### config.mk
export PLATFORM = sky130hd
export DESIGN_NAME = script_token_scanner_core
export DESIGN_NICKNAME = d
export VERILOG_FILES = /design/src/hdl/sts_pkg.sv /design/src/hdl/sts_front.sv /design/src/hdl/sts_back.sv /design/src/hdl/sts_outq.sv /design/src/hdl/script_token_scanner_core.sv
export SDC_FILE = /design/constraint.sdc
export NUM_CORES = 2
export LEC_CHECK = 0
export BUFFER_PORTS_ARGS = -buffer_cell sky130_fd_sc_hd__buf_4
export CORE_MARGIN = 1
export CORE_UTILIZATION = 56
export CTS_BUF_LIST = sky130_fd_sc_hd__clkbuf_8
export DETAILED_ROUTE_END_ITERATION = 6
export PLACE_DENSITY = 0.72
export SLEW_MARGIN = 40
export SYNTH_ARGS = -nofsm -noshare
export SYNTH_HDL_FRONTEND = slang
export SYNTH_SLANG_ARGS = --single-unit
export TNS_END_PERCENT = 100
### constraint.sdc
create_clock -name clk -period 16.8 [get_ports clk]
set_input_delay 0 -clock clk [delete_from_list [all_inputs] [get_ports clk]]
set_output_delay 0 -clock clk [all_outputs]
set_load 0.01 [all_outputs]
### src/hdl/sts_pkg.sv
// shared types, token codes and keyword table of the token scanner
package sts_pkg;

  localparam int KwPrefixLen = 6;

  localparam logic [5:0] K_LPAREN = 6'd0;
  localparam logic [5:0] K_RPAREN = 6'd1;
  localparam logic [5:0] K_LBRACE = 6'd2;
  localparam logic [5:0] K_RBRACE = 6'd3;
  localparam logic [5:0] K_COMMA  = 6'd4;
  localparam logic [5:0] K_DOT    = 6'd5;
  localparam logic [5:0] K_MINUS  = 6'd6;
  localparam logic [5:0] K_PLUS   = 6'd7;
  localparam logic [5:0] K_SEMI   = 6'd8;
  localparam logic [5:0] K_SLASH  = 6'd9;
  localparam logic [5:0] K_STAR   = 6'd10;
  localparam logic [5:0] K_IDENT  = 6'd19;
  localparam logic [5:0] K_STR    = 6'd20;
  localparam logic [5:0] K_NUM    = 6'd21;
  localparam logic [5:0] K_EOF    = 6'd38;
  localparam logic [5:0] K_ERR    = 6'd39;

  localparam logic [1:0] E_NONE  = 2'd0;
  localparam logic [1:0] E_UNEXP = 2'd1;
  localparam logic [1:0] E_UNTRM = 2'd2;

  localparam logic [7:0] C_NL    = 8'h0a;
  localparam logic [7:0] C_DOT   = 8'h2e;
  localparam logic [7:0] C_EQ    = 8'h3d;
  localparam logic [7:0] C_SLASH = 8'h2f;
  localparam logic [7:0] C_QUOTE = 8'h22;

  // one-char kinds for ! = < >, two-char form is kind + 1
  localparam logic [5:0] OP_KIND [4] = '{6'd11, 6'd13, 6'd17, 6'd15};

  typedef enum logic [3:0] {
    CC_ALPHA, CC_DIGIT, CC_BLANK, CC_NL, CC_PUNCT,
    CC_OPST, CC_SLASH, CC_QUOTE, CC_OTHER
  } cls_t;

  typedef enum logic [3:0] {
    M_IDLE, M_WORD, M_INT, M_NUMDOT, M_FRAC, M_OP, M_SLASH, M_STRING, M_COMMENT
  } mode_t;

  typedef struct packed {
    logic [7:0] ch;
    logic       last;
    cls_t       cls;
    logic [5:0] pkind;
    logic [1:0] opi;
  } item_t;

  typedef struct packed {
    logic [5:0]  kind;
    logic [1:0]  err;
    logic [19:0] start;
    logic [19:0] len;
    logic [19:0] line;
    logic        last;
  } tok_t;

  typedef struct packed {
    logic [2:0]  len;
    logic [47:0] text;
    logic [5:0]  kind;
  } kw_t;

  localparam kw_t KW_TABLE [16] = '{
    '{3'd3, {"and", 24'h0},    6'd22}, '{3'd5, {"class", 8'h0}, 6'd23},
    '{3'd4, {"else", 16'h0},   6'd24}, '{3'd5, {"false", 8'h0}, 6'd25},
    '{3'd3, {"for", 24'h0},    6'd26}, '{3'd3, {"fun", 24'h0},  6'd27},
    '{3'd2, {"if", 32'h0},     6'd28}, '{3'd3, {"nil", 24'h0},  6'd29},
    '{3'd2, {"or", 32'h0},     6'd30}, '{3'd5, {"print", 8'h0}, 6'd31},
    '{3'd6, "return",          6'd32}, '{3'd5, {"super", 8'h0}, 6'd33},
    '{3'd4, {"this", 16'h0},   6'd34}, '{3'd4, {"true", 16'h0}, 6'd35},
    '{3'd3, {"var", 24'h0},    6'd36}, '{3'd5, {"while", 8'h0}, 6'd37}
  };

  // prefix holds the first char in the top byte
  function automatic logic [5:0] kw_kind(logic [47:0] pfx, logic [2:0] n);
    logic [47:0] mask;
    logic [5:0]  k;
    mask = ~(48'hffff_ffff_ffff >> (6'd8 * 6'(n)));
    k = K_IDENT;
    for (int i = 15; i >= 0; i--) begin
      if (KW_TABLE[i].len == n && ((pfx ^ KW_TABLE[i].text) & mask) == 48'h0) begin
        k = KW_TABLE[i].kind;
      end
    end
    return k;
  endfunction

endpackage

### src/hdl/sts_front.sv
// front end: classifies source bytes and queues them for the scanner
module sts_front import sts_pkg::*; (
  input  logic       clk,
  input  logic       rst,
  input  logic       src_valid,
  output logic       src_stall,
  input  logic [7:0] source_byte,
  input  logic       end_of_source,
  output logic       item_valid,
  output item_t      item,
  input  logic       item_take
);

  item_t      ent [2];
  logic       wp, rp;
  logic [1:0] count;
  item_t      cls_item;
  logic       push;

  always_comb begin
    cls_item       = '0;
    cls_item.ch    = source_byte;
    cls_item.last  = end_of_source || source_byte == 8'h00;
    cls_item.cls   = CC_OTHER;
    cls_item.pkind = K_ERR;
    cls_item.opi   = 2'd0;
    if ((source_byte >= "a" && source_byte <= "z") ||
        (source_byte >= "A" && source_byte <= "Z") || source_byte == "_") begin
      cls_item.cls = CC_ALPHA;
    end else if (source_byte >= "0" && source_byte <= "9") begin
      cls_item.cls = CC_DIGIT;
    end else begin
      unique case (source_byte)
        " ", 8'h0d, 8'h09: cls_item.cls = CC_BLANK;
        C_NL:    cls_item.cls = CC_NL;
        "(": begin cls_item.cls = CC_PUNCT; cls_item.pkind = K_LPAREN; end
        ")": begin cls_item.cls = CC_PUNCT; cls_item.pkind = K_RPAREN; end
        "{": begin cls_item.cls = CC_PUNCT; cls_item.pkind = K_LBRACE; end
        "}": begin cls_item.cls = CC_PUNCT; cls_item.pkind = K_RBRACE; end
        ",": begin cls_item.cls = CC_PUNCT; cls_item.pkind = K_COMMA; end
        C_DOT: begin cls_item.cls = CC_PUNCT; cls_item.pkind = K_DOT; end
        "-": begin cls_item.cls = CC_PUNCT; cls_item.pkind = K_MINUS; end
        "+": begin cls_item.cls = CC_PUNCT; cls_item.pkind = K_PLUS; end
        ";": begin cls_item.cls = CC_PUNCT; cls_item.pkind = K_SEMI; end
        "*": begin cls_item.cls = CC_PUNCT; cls_item.pkind = K_STAR; end
        "!": begin cls_item.cls = CC_OPST; cls_item.opi = 2'd0; end
        C_EQ: begin cls_item.cls = CC_OPST; cls_item.opi = 2'd1; end
        "<": begin cls_item.cls = CC_OPST; cls_item.opi = 2'd2; end
        ">": begin cls_item.cls = CC_OPST; cls_item.opi = 2'd3; end
        C_SLASH: cls_item.cls = CC_SLASH;
        C_QUOTE: cls_item.cls = CC_QUOTE;
        default: cls_item.cls = CC_OTHER;
      endcase
    end
  end

  assign src_stall  = count == 2'd2;
  assign push       = src_valid && !src_stall;
  assign item_valid = count != 2'd0;
  assign item       = ent[rp];

  always_ff @(posedge clk) begin
    if (push) ent[wp] <= cls_item;
    if (rst) begin
      wp    <= 1'b0;
      rp    <= 1'b0;
      count <= 2'd0;
    end else begin
      if (push) wp <= !wp;
      if (item_take) rp <= !rp;
      count <= count + 2'(push) - 2'(item_take);
    end
  end

endmodule

### src/hdl/sts_back.sv
// back end: scanner state and token formation, up to three tokens per item
module sts_back import sts_pkg::*; #(
  parameter int P = 20
) (
  input  logic       clk,
  input  logic       rst,
  input  logic       item_valid,
  input  item_t      item,
  output logic       item_take,
  input  logic       room,
  output tok_t       toks [3],
  output logic [1:0] tok_cnt
);

  localparam int LW = (P > 20) ? P : 20;
  localparam logic [P-1:0] PosMax = '1;

  logic [P-1:0] pos, tbeg, pos_next, tbeg_next;
  logic [19:0]  line, line_next;
  mode_t        mode, mode_next;
  logic [1:0]   pend, pend_next;
  logic         too_long, too_long_next;
  logic [7:0]   pfx [KwPrefixLen];
  logic         pfx_we;
  logic [2:0]   pfx_idx;

  logic [P-1:0] pos_inc, cur_len, len_inc, dot_pos;
  logic [47:0]  pfx_flat;
  logic [5:0]   word_k;
  logic         alnum, digit;
  tok_t         tk [3];
  logic [1:0]   cnt;
  logic         go_idle;

  function automatic tok_t mk(logic [5:0] k, logic [1:0] e, logic [P-1:0] s,
                              logic [P-1:0] l, logic [19:0] ln);
    tok_t t;
    logic [LW-1:0] se, le;
    se = LW'(s);
    le = LW'(l);
    t.kind  = k;
    t.err   = e;
    t.start = se[19:0];
    t.len   = (le > LW'(20'hfffff)) ? 20'hfffff : le[19:0];
    t.line  = ln;
    t.last  = 1'b0;
    return t;
  endfunction

  assign item_take = item_valid && room;
  assign pos_inc   = (pos == PosMax) ? pos : pos + P'(1);
  assign cur_len   = (pos >= tbeg) ? pos - tbeg : '0;
  assign len_inc   = (pos_inc >= tbeg) ? pos_inc - tbeg : '0;
  assign dot_pos   = (pos > tbeg) ? pos - P'(1) : tbeg;
  assign alnum     = item.cls == CC_ALPHA || item.cls == CC_DIGIT;
  assign digit     = item.cls == CC_DIGIT;

  always_comb begin
    for (int i = 0; i < KwPrefixLen; i++) pfx_flat[47-8*i -: 8] = pfx[i];
    word_k = K_IDENT;
    if (!too_long && cur_len <= P'(KwPrefixLen)) word_k = kw_kind(pfx_flat, cur_len[2:0]);
  end

  // tokens caused by the item at the head of the queue
  always_comb begin
    for (int i = 0; i < 3; i++) tk[i] = '0;
    cnt     = 2'd0;
    go_idle = 1'b0;
    if (item.last) begin
      unique case (mode)
        M_WORD: begin tk[cnt] = mk(word_k, E_NONE, tbeg, cur_len, line); cnt = cnt + 2'd1; end
        M_INT, M_FRAC: begin
          tk[cnt] = mk(K_NUM, E_NONE, tbeg, cur_len, line); cnt = cnt + 2'd1;
        end
        M_NUMDOT: begin
          tk[cnt] = mk(K_NUM, E_NONE, tbeg, dot_pos - tbeg, line); cnt = cnt + 2'd1;
          tk[cnt] = mk(K_DOT, E_NONE, dot_pos, P'(1), line); cnt = cnt + 2'd1;
        end
        M_OP: begin tk[cnt] = mk(OP_KIND[pend], E_NONE, tbeg, P'(1), line); cnt = cnt + 2'd1; end
        M_SLASH: begin tk[cnt] = mk(K_SLASH, E_NONE, tbeg, P'(1), line); cnt = cnt + 2'd1; end
        M_STRING: begin tk[cnt] = mk(K_ERR, E_UNTRM, tbeg, cur_len, line); cnt = cnt + 2'd1; end
        default: ;
      endcase
      tk[cnt] = mk(K_EOF, E_NONE, pos, '0, line); cnt = cnt + 2'd1;
    end else begin
      unique case (mode)
        M_WORD: if (!alnum) begin
          tk[cnt] = mk(word_k, E_NONE, tbeg, cur_len, line); cnt = cnt + 2'd1; go_idle = 1'b1;
        end
        M_INT: if (!digit && item.ch != C_DOT) begin
          tk[cnt] = mk(K_NUM, E_NONE, tbeg, cur_len, line); cnt = cnt + 2'd1; go_idle = 1'b1;
        end
        M_NUMDOT: if (!digit) begin
          tk[cnt] = mk(K_NUM, E_NONE, tbeg, dot_pos - tbeg, line); cnt = cnt + 2'd1;
          tk[cnt] = mk(K_DOT, E_NONE, dot_pos, P'(1), line); cnt = cnt + 2'd1;
          go_idle = 1'b1;
        end
        M_FRAC: if (!digit) begin
          tk[cnt] = mk(K_NUM, E_NONE, tbeg, cur_len, line); cnt = cnt + 2'd1; go_idle = 1'b1;
        end
        M_OP: begin
          if (item.ch == C_EQ) begin
            tk[cnt] = mk(OP_KIND[pend] + 6'd1, E_NONE, tbeg, len_inc, line); cnt = cnt + 2'd1;
          end else begin
            tk[cnt] = mk(OP_KIND[pend], E_NONE, tbeg, P'(1), line); cnt = cnt + 2'd1;
            go_idle = 1'b1;
          end
        end
        M_SLASH: if (item.ch != C_SLASH) begin
          tk[cnt] = mk(K_SLASH, E_NONE, tbeg, P'(1), line); cnt = cnt + 2'd1; go_idle = 1'b1;
        end
        M_COMMENT: go_idle = item.ch == C_NL;
        M_STRING: if (item.ch == C_QUOTE) begin
          tk[cnt] = mk(K_STR, E_NONE, tbeg, len_inc, line); cnt = cnt + 2'd1;
        end
        default: go_idle = 1'b1;
      endcase
      if (go_idle) begin
        if (item.cls == CC_PUNCT) begin
          tk[cnt] = mk(item.pkind, E_NONE, pos, P'(1), line); cnt = cnt + 2'd1;
        end else if (item.cls == CC_OTHER) begin
          tk[cnt] = mk(K_ERR, E_UNEXP, pos, P'(1), line); cnt = cnt + 2'd1;
        end
      end
    end
    if (cnt != 2'd0) tk[cnt - 2'd1].last = 1'b1;
  end

  assign toks    = tk;
  assign tok_cnt = cnt;

  // next scanner state
  always_comb begin
    pos_next      = pos;
    tbeg_next     = tbeg;
    line_next     = line;
    mode_next     = mode;
    pend_next     = pend;
    too_long_next = too_long;
    pfx_we        = 1'b0;
    pfx_idx       = cur_len[2:0];
    if (item.last) begin
      pos_next      = '0;
      tbeg_next     = '0;
      line_next     = 20'd1;
      mode_next     = M_IDLE;
      pend_next     = 2'd0;
      too_long_next = 1'b0;
    end else begin
      unique case (mode)
        M_WORD: if (alnum) begin
          if (cur_len < P'(KwPrefixLen)) pfx_we = 1'b1;
          else too_long_next = 1'b1;
          pos_next = pos_inc;
        end
        M_INT: begin
          if (digit) pos_next = pos_inc;
          else if (item.ch == C_DOT) begin mode_next = M_NUMDOT; pos_next = pos_inc; end
        end
        M_NUMDOT: if (digit) begin mode_next = M_FRAC; pos_next = pos_inc; end
        M_FRAC: if (digit) pos_next = pos_inc;
        M_OP: if (item.ch == C_EQ) begin mode_next = M_IDLE; pos_next = pos_inc; end
        M_SLASH: if (item.ch == C_SLASH) begin mode_next = M_COMMENT; pos_next = pos_inc; end
        M_COMMENT: if (item.ch != C_NL) pos_next = pos_inc;
        M_STRING: begin
          if (item.ch == C_NL && line != 20'hfffff) line_next = line + 20'd1;
          pos_next = pos_inc;
          if (item.ch == C_QUOTE) mode_next = M_IDLE;
        end
        default: ;
      endcase
      if (go_idle) begin
        mode_next = M_IDLE;
        pos_next  = pos_inc;
        unique case (item.cls)
          CC_ALPHA: begin
            tbeg_next = pos; mode_next = M_WORD; too_long_next = 1'b0;
            pfx_we = 1'b1; pfx_idx = 3'd0;
          end
          CC_DIGIT: begin tbeg_next = pos; mode_next = M_INT; end
          CC_NL: if (line != 20'hfffff) line_next = line + 20'd1;
          CC_OPST: begin tbeg_next = pos; mode_next = M_OP; pend_next = item.opi; end
          CC_SLASH: begin tbeg_next = pos; mode_next = M_SLASH; end
          CC_QUOTE: begin tbeg_next = pos; mode_next = M_STRING; end
          default: ;
        endcase
      end
    end
  end

  always_ff @(posedge clk) begin
    if (item_take && pfx_we) pfx[pfx_idx] <= item.ch;
    if (rst) begin
      pos      <= '0;
      tbeg     <= '0;
      line     <= 20'd1;
      mode     <= M_IDLE;
      pend     <= 2'd0;
      too_long <= 1'b0;
    end else if (item_take) begin
      pos      <= pos_next;
      tbeg     <= tbeg_next;
      line     <= line_next;
      mode     <= mode_next;
      pend     <= pend_next;
      too_long <= too_long_next;
    end
  end

endmodule

### src/hdl/sts_outq.sv
// token queue: takes up to three tokens a cycle, hands out one while tok_stall is low
module sts_outq import sts_pkg::*; (
  input  logic       clk,
  input  logic       rst,
  input  logic       wr,
  input  tok_t       wtok [3],
  input  logic [1:0] wcnt,
  output logic       room,
  output logic       tok_valid,
  input  logic       tok_stall,
  output tok_t       head
);

  tok_t       mem [8];
  logic [2:0] wp, rp;
  logic [3:0] count;
  logic [1:0] n;
  logic       pop;

  assign n         = wr ? wcnt : 2'd0;
  assign room      = count <= 4'd5;
  assign tok_valid = count != 4'd0;
  assign pop       = tok_valid && !tok_stall;
  assign head      = mem[rp];

  always_ff @(posedge clk) begin
    for (int i = 0; i < 3; i++) begin
      if (2'(i) < n) mem[wp + 3'(i)] <= wtok[i];
    end
    if (rst) begin
      wp    <= 3'd0;
      rp    <= 3'd0;
      count <= 4'd0;
    end else begin
      wp    <= wp + 3'(n);
      if (pop) rp <= rp + 3'd1;
      count <= count + 4'(n) - 4'(pop);
    end
  end

endmodule

### src/hdl/script_token_scanner_core.sv
// top level of the source token scanner
//
//  channel  valid      stall      payload
//  source   src_valid  src_stall  source_byte, end_of_source
//  token    tok_valid  tok_stall  token_class, error_code, start_offset,
//                                 token_length, line_number, last_of_run
//
// one source byte per cycle sustained while the token queue has room; bytes are
// registered in the two-entry input queue, scanned combinationally, and their tokens
// registered in the token queue. the scanner takes a byte only while the eight-entry
// token queue has three free slots, so a run of multi-token bytes or a held tok_stall slows input.
// rst is synchronous and returns the scanner to offset 0, line 1, queues empty.
module script_token_scanner_core import sts_pkg::*; #(
  parameter int OFFSET_BITS = 20
) (
  input  logic        clk,
  input  logic        rst,
  input  logic        src_valid,
  output logic        src_stall,
  input  logic [7:0]  source_byte,
  input  logic        end_of_source,
  output logic        tok_valid,
  input  logic        tok_stall,
  output logic [5:0]  token_class,
  output logic [1:0]  error_code,
  output logic [19:0] start_offset,
  output logic [19:0] token_length,
  output logic [19:0] line_number,
  output logic        last_of_run
);

  logic       item_valid, item_take, room;
  item_t      item;
  tok_t       toks [3];
  logic [1:0] tok_cnt;
  tok_t       head;

  sts_front u_front (
    .clk, .rst, .src_valid, .src_stall, .source_byte, .end_of_source,
    .item_valid, .item, .item_take
  );

  sts_back #(.P(OFFSET_BITS)) u_back (
    .clk, .rst, .item_valid, .item, .item_take, .room, .toks, .tok_cnt
  );

  sts_outq u_outq (
    .clk, .rst, .wr(item_take), .wtok(toks), .wcnt(tok_cnt), .room,
    .tok_valid, .tok_stall, .head
  );

  assign token_class  = head.kind;
  assign error_code   = head.err;
  assign start_offset = head.start;
  assign token_length = head.len;
  assign line_number  = head.line;
  assign last_of_run  = head.last;

endmodule

### Yosys cells after proc, flatten, opt, wreduce, memory -nomap -nowiden

Memory sizes are Yosys's and may differ from the RTL's. A register that Yosys moved wholly into a read port is not among the register bits.
Cells that the tools add are included.

* bitwise gates (word level): 37
* magnitude comparators: 25
* reductions and logical operators: 76
* shift-type cells: 1
* equality and inequality tests: 62
* add/sub/neg operators: 18
* muxes and demuxes: 148

Operator list (count)
* $mux W207: 5
* $bwmux W207: 4
* $and A48 B48 Y48: 16
* $logic_not A48 Y1: 16
* $mux W69: 9
* $mux W20: 25
* $pmux W69 S7: 1
* $demux W69 S2: 3
* $pmux W69 S6: 1
* $mux W68: 3
* $eq A8 B6 Y1 const B: 19
* $pmux W20 S7: 1
* $mux W137: 1
* $mux W6: 19
* $mux W67: 1
* $mux W66: 1
* $not A21 Y21: 3
* $gt A20 B20 Y1 const B: 3
* $pmux W6 S10: 1
* $sub A20 B20 Y20: 3
* $not A48 Y48: 1
* $shr A48 B6 Y48 const A: 1
* $add A20 B1 Y20 const B: 2
* $ge A20 B20 Y1: 2
* other kinds (81): 226

* bits in writable memories: 642
* bits of input ports: 13
* word-level logic and storage cells: 382
* output and inout bits: 71
* register bits: 81
* memories kept: 3

Memories
* u_outq.mem: words 8, width 69, read ports 1, clocked after memory_dff 1, wr ports 3, RTL line sts_outq.sv:14 `tok_t mem [8];`
* u_back.pfx: words 6, width 8, read ports 6, clocked after memory_dff 0, wr ports 1, RTL line sts_back.sv:23 `logic [7:0] pfx [KwPrefixLen];`
* u_front.ent: words 2, width 21, read ports 1, clocked after memory_dff 1, wr ports 1, RTL line sts_front.sv:14 `item_t ent [2];`

### Depth between registers and ports, before layout

* depth after elaboration: 34
* mapped depth: 26
* depth with buffers taken out: 23

### Hierarchy

From an unflattened synthesis, not the netlist that was laid out.

* cells, all modules: 5539
* area total of the unflattened synthesis: 48611.6 um^2

Modules (own cells, without submodules)
* sts_outq: seq. area each 16836.1 um^2, instances 1, area each 33243.1 um^2, cells each 3571
* sts_back: seq. area each 2782.7 um^2, instances 1, area each 13232.7 um^2, cells each 1803
* sts_front: seq. area each 1301.2 um^2, instances 1, area each 2135.8 um^2, cells each 165

### Worst setup path after synthesis

No wires, ideal clock.

* kind: flip-flop to flip-flop
* start: reg with a tool-made name
* end: mem u_outq.mem[0][0] in the netlist's numbering, enable pin
* library setup time: 591 ps
* clock period less this slack: 8534 ps
* buffers on the path: 1
* arrival time: 7943 ps
* stages on the path, launching flop included: 14
* path slack: 8266 ps
* data required time: 16209 ps
* cell sequence: dfxtp_1 > buf_4 > or3_4 > a222oi_1 > a21boi_0 > or3_1 > nand2b_1 > inv_1 > ha_1 > and2_1 > a21boi_0 > o22ai_1 > a211o_1 > o21ai_0

RTL lines (RTL line)
* to (decl): sts_outq.sv:14

==> flow_summary_export.csv <==
group,metric,value,unit
status,outcome,"finished with violations",
status,violations,"design-rule violations",
global_routing,track_usage,0.3626,
setup_path,cpPeakStageDelay,0.81,ns
hold_path,hold_depth,2,
setup_path,worstSetupStartpoint,"u_back.pos[0]$_SDFFE_PP0P_",
pwr,leakage,15.63,nW
setup_path,crit_slowest_cell,"a2111oi_1",
route,drtIter0Drc,5496,
synth,ys_async_sr_fraction,0,
clocking,hold_buffers,17,
setup_path,critPathMaxFanout,44,
setup_path,critPathBufInv,3,
route,viasPerCell,7.033,
synth,synth_commonest_cells,"edfxtp_1, nor2_1, nand2_1",
timing,tightest_slew,0.9388,ns
setup_path,path_cells,"inv_1, ha_1, inv_1, fa_1, a211oi_1, or3_1, and2_1, o211ai_1, nand2_1, buf_4, o21ai_0, ha_1, nor2b_1, o31a_1, a2111oi_1, nor2_1, a311oi_1, xnor2_1, a222oi_1, o22ai_1, and3_1",
synth,yosysMostFrequentCell,"edfxtp_1",
synth,ys_types,95,
clocking,cts_setup_buffers,0,
global_routing,antenna_found_initial,3,
place,place.gp.congestion,1.054,
setup_path,required,17.42,ns
global_routing,grt_pass1_wl,202000,um
place,io_buffer_count,83,
setup_path,crit_type,"reg -> reg",
synth,synth_edf_count,640,
synth,syn_inst,3757,
clocking,cts_resized,0,
layout,areaGrowthSynthToFinish,10.45,%
floorplan,fp-row-count,99,
timing,max-slew-margin-rel,0.3656,
setup_path,cp_num_cells,21,
route,drt-total-wl,138400,um
clocking,clock-sinks,725,
hold_path,hp-class,"in -> reg",
layout,layout-drive-gt1-share,0.1679,
layout,seq_area,20940,um^2
floorplan,core_region_area,73080,um^2
timing,setup_viol,0,
timing,timing.fmax,143.2,MHz
route,antenna_left,0,
synth,synth_top_area_frac,0.4637,
floorplan,die_w,274.0,um
layout,n_fill_cell,5797,
timing,finalCriticalPeriod,6.983,ns
setup_path,cp.arrival,7.60,ns
setup_path,cp-end-kind,"register",
synth,syn_area_per_cell,11.03,um^2
route,dr_total_vias,34240,
route,wire_per_inst,28.42,um
synth,ys_ff_latch,725,
clocking,h-tree-depth,3,
setup_path,regToRegStartpoint,"u_back.pos[0]$_SDFFE_PP0P_",
floorplan,io_pins,84,
clocking,cts.reportedPaths.clkPinSlew,0.07,ns
synth,synthesis.area,41440,um^2
layout,post_layout_nonfiller_instances,4869,
setup_path,crit_family,"compound AO/OA/AOI/OAI gates",
clocking,clk_path_buf_depth,3,
timing,fin_worst_skew,0.03953,ns
synth,ys_top_cells_by_area,"edfxtp_1, mux4_2, dfxtp_1",
route,first_pass_iters,7,
synth,ys_warn_count,0,
layout,multi_input_area,19400,um^2
clocking,insertion_delay,0.77,ns
global_routing,grt_pass1_vias,31830,
run,cap_violations,0,
timing,fin_tns_setup,0,ns
clocking,cts_tree,"yes",
timing,rsz0062_at_grt,"no",
clocking,numCtsBuffers,116,
setup_path,cp-start-kind,"register",
timing,hold_viol_final,0,
synth,syn_nets,3860,
synth,seq_area_frac_synth,0.5048,
synth,synth_top_area_cell,"edfxtp_1",
floorplan,dieArea,75100,um^2
pwr,irDropWorstVdd,119.8,uV
layout,fin_nets,3921,
setup_path,worst_r2r_path_depth,21,
global_routing,grt_max_degree,80,
hold_path,hp-start,"source_byte[6]",
place,dp_cells,4639,
pwr,p_per_area,138.9,nW/um^2
timing,fin_crit_sh,0.4156,
route,drc,29,
global_routing,overflow,0,
synth,synthFlopType,"edfxtp_1",
floorplan,initial_core_util,0.5671,
timing,drv_slew,0,
floorplan,fp.dieH,274.0,um
place,hpwl,90130,um
clocking,root_buffer,"clkbuf_8",
## cells by family (layout without fill, tap and decap cells)
logic type	after synthesis	in the layout	synth area share
muxes	235	235	0.1010
buffers and inverters	358	508	0.03399
AOI/OAI and AO/OA	906	906	0.1522
adders and majority gates	90	90	0.02808
and+or+nand+nor	1342	1342	0.1586
xor gates and xnor gates	101	101	0.02134
DFF	725	725	0.5048
other	0	3	0
## state kept, by name (all words and copies together), names as in the netlist, named ones only
register         flops
u_outq.mem         552
u_back.pfx          48
u_front.ent         40
u_back.line         20
u_back.pos          20
u_back.tbeg         20
u_back.mode          4
u_outq.count         4
u_outq.rp            3
u_outq.wp            3
u_back.pend          2
u_front.count        2
u_back.too_long      1
u_front.rp           1
u_front.wp           1
## path summary, 6_finish.rpt
check                                                        to  slack, ns
worst max-delay path            u_outq.mem[3][38]$_SDFFCE_PP0P_       9.82
worst min-delay path               u_front.ent[0][19]$_DFFE_PP_       0.08
worst max register to register  u_outq.mem[3][38]$_SDFFCE_PP0P_       9.82
worst min register to register     u_back.tbeg[15]$_SDFFE_PP0P_       0.47
## stage by stage
stage | total power, mW | cell area (um^2) | setup slack [ns] | utilization | hold slack [ns]
2_1_floorplan | 3.970 | 41440 | 8.266 | - | 0.09887
3_3_place_gp | 4.839 | 43150 | 9.793 | 0.5904 | 0.2159
3_5_place_dp | 4.875 | 43410 | 10.03 | 0.5940 | 0.2178
4_1_cts | 6.307 | 45730 | 10.01 | 0.6258 | 0.05856
5_1_grt | 6.574 | 45770 | 9.412 | 0.6263 | 0.08446
6_report | 6.360 | 45780 | 9.817 | 0.6264 | 0.08360
## worst register-to-register path, stage by stage, from the launching register on
cell and delay, ns:
dfxtp_1 0.65, inv_1 0.14, ha_1 0.24, inv_1 0.08, fa_1 0.25, a211oi_1 0.15
or3_1 0.45, and2_1 0.26, o211ai_1 0.45, nand2_1 0.09, buf_4 0.29, o21ai_0 0.40
ha_1 0.31, nor2b_1 0.14, o31a_1 0.29, a2111oi_1 0.81, nor2_1 0.14, a311oi_1 0.42
xnor2_1 0.22, a222oi_1 0.12, o22ai_1 0.71, and3_1 0.25
## where the power goes
group / total [mW] / switching, mW / internal, mW / leakage (nW)
Sequential: 2.33 / 0.0956 / 2.24 / 6.41
Clock: 1.45 / 0.721 / 0.725 / 1.24
Combinational: 2.58 / 1.63 / 0.950 / 7.98
Total: 6.36 / 2.45 / 3.91 / 15.6
## metal layers
layer | vias up | GRT usage | routed length [um]
met5 | - | 0 | 13
met4 | 2 | 0.1749 | 7256
met3 | 509 | 0.1107 | 19300
met2 | 2574 | 0.5272 | 59610
met1 | 16590 | 0.4947 | 52210
li1 | 14570 | - | -
## layout by cell type (no fill, tap or decap), drive strengths merged, types with 27 or more instances in the layout
master  Yosys  layout
a21o       39      39
a21oi     199     199
a221oi     47      47
a22o       27      27
a22oi      67      67
a31oi      27      27
and2       56      56
buf        69     209
clkbuf    215     121
clkinv      1      43
dfxtp      85      85
edfxtp    640     640
ha         85      85
inv        73     112
mux2       78      78
mux4      138     138
nand2     318     318
nand2b     33      33
nand3      73      73
nand4      28      28
nor2      437     437
nor2b     138     138
nor3       81      81
nor4       31      31
o21ai     130     130
o221ai    121     121
o22ai      53      53
or3        33      33
xnor2      60      60
xor2       41      41
## cell type report
class / instances / area share
clock inverter: 87 / 0.01091
antenna: 3 / 0.0001640
clock buffer: 120 / 0.03608
timing repair buffer: 227 / 0.03939
tap: 959 / 0.02621
inverter: 74 / 0.006068
sequential: 725 / 0.4573
multi-input combinational: 2674 / 0.4239
Power figures use the tool's default switching activity.
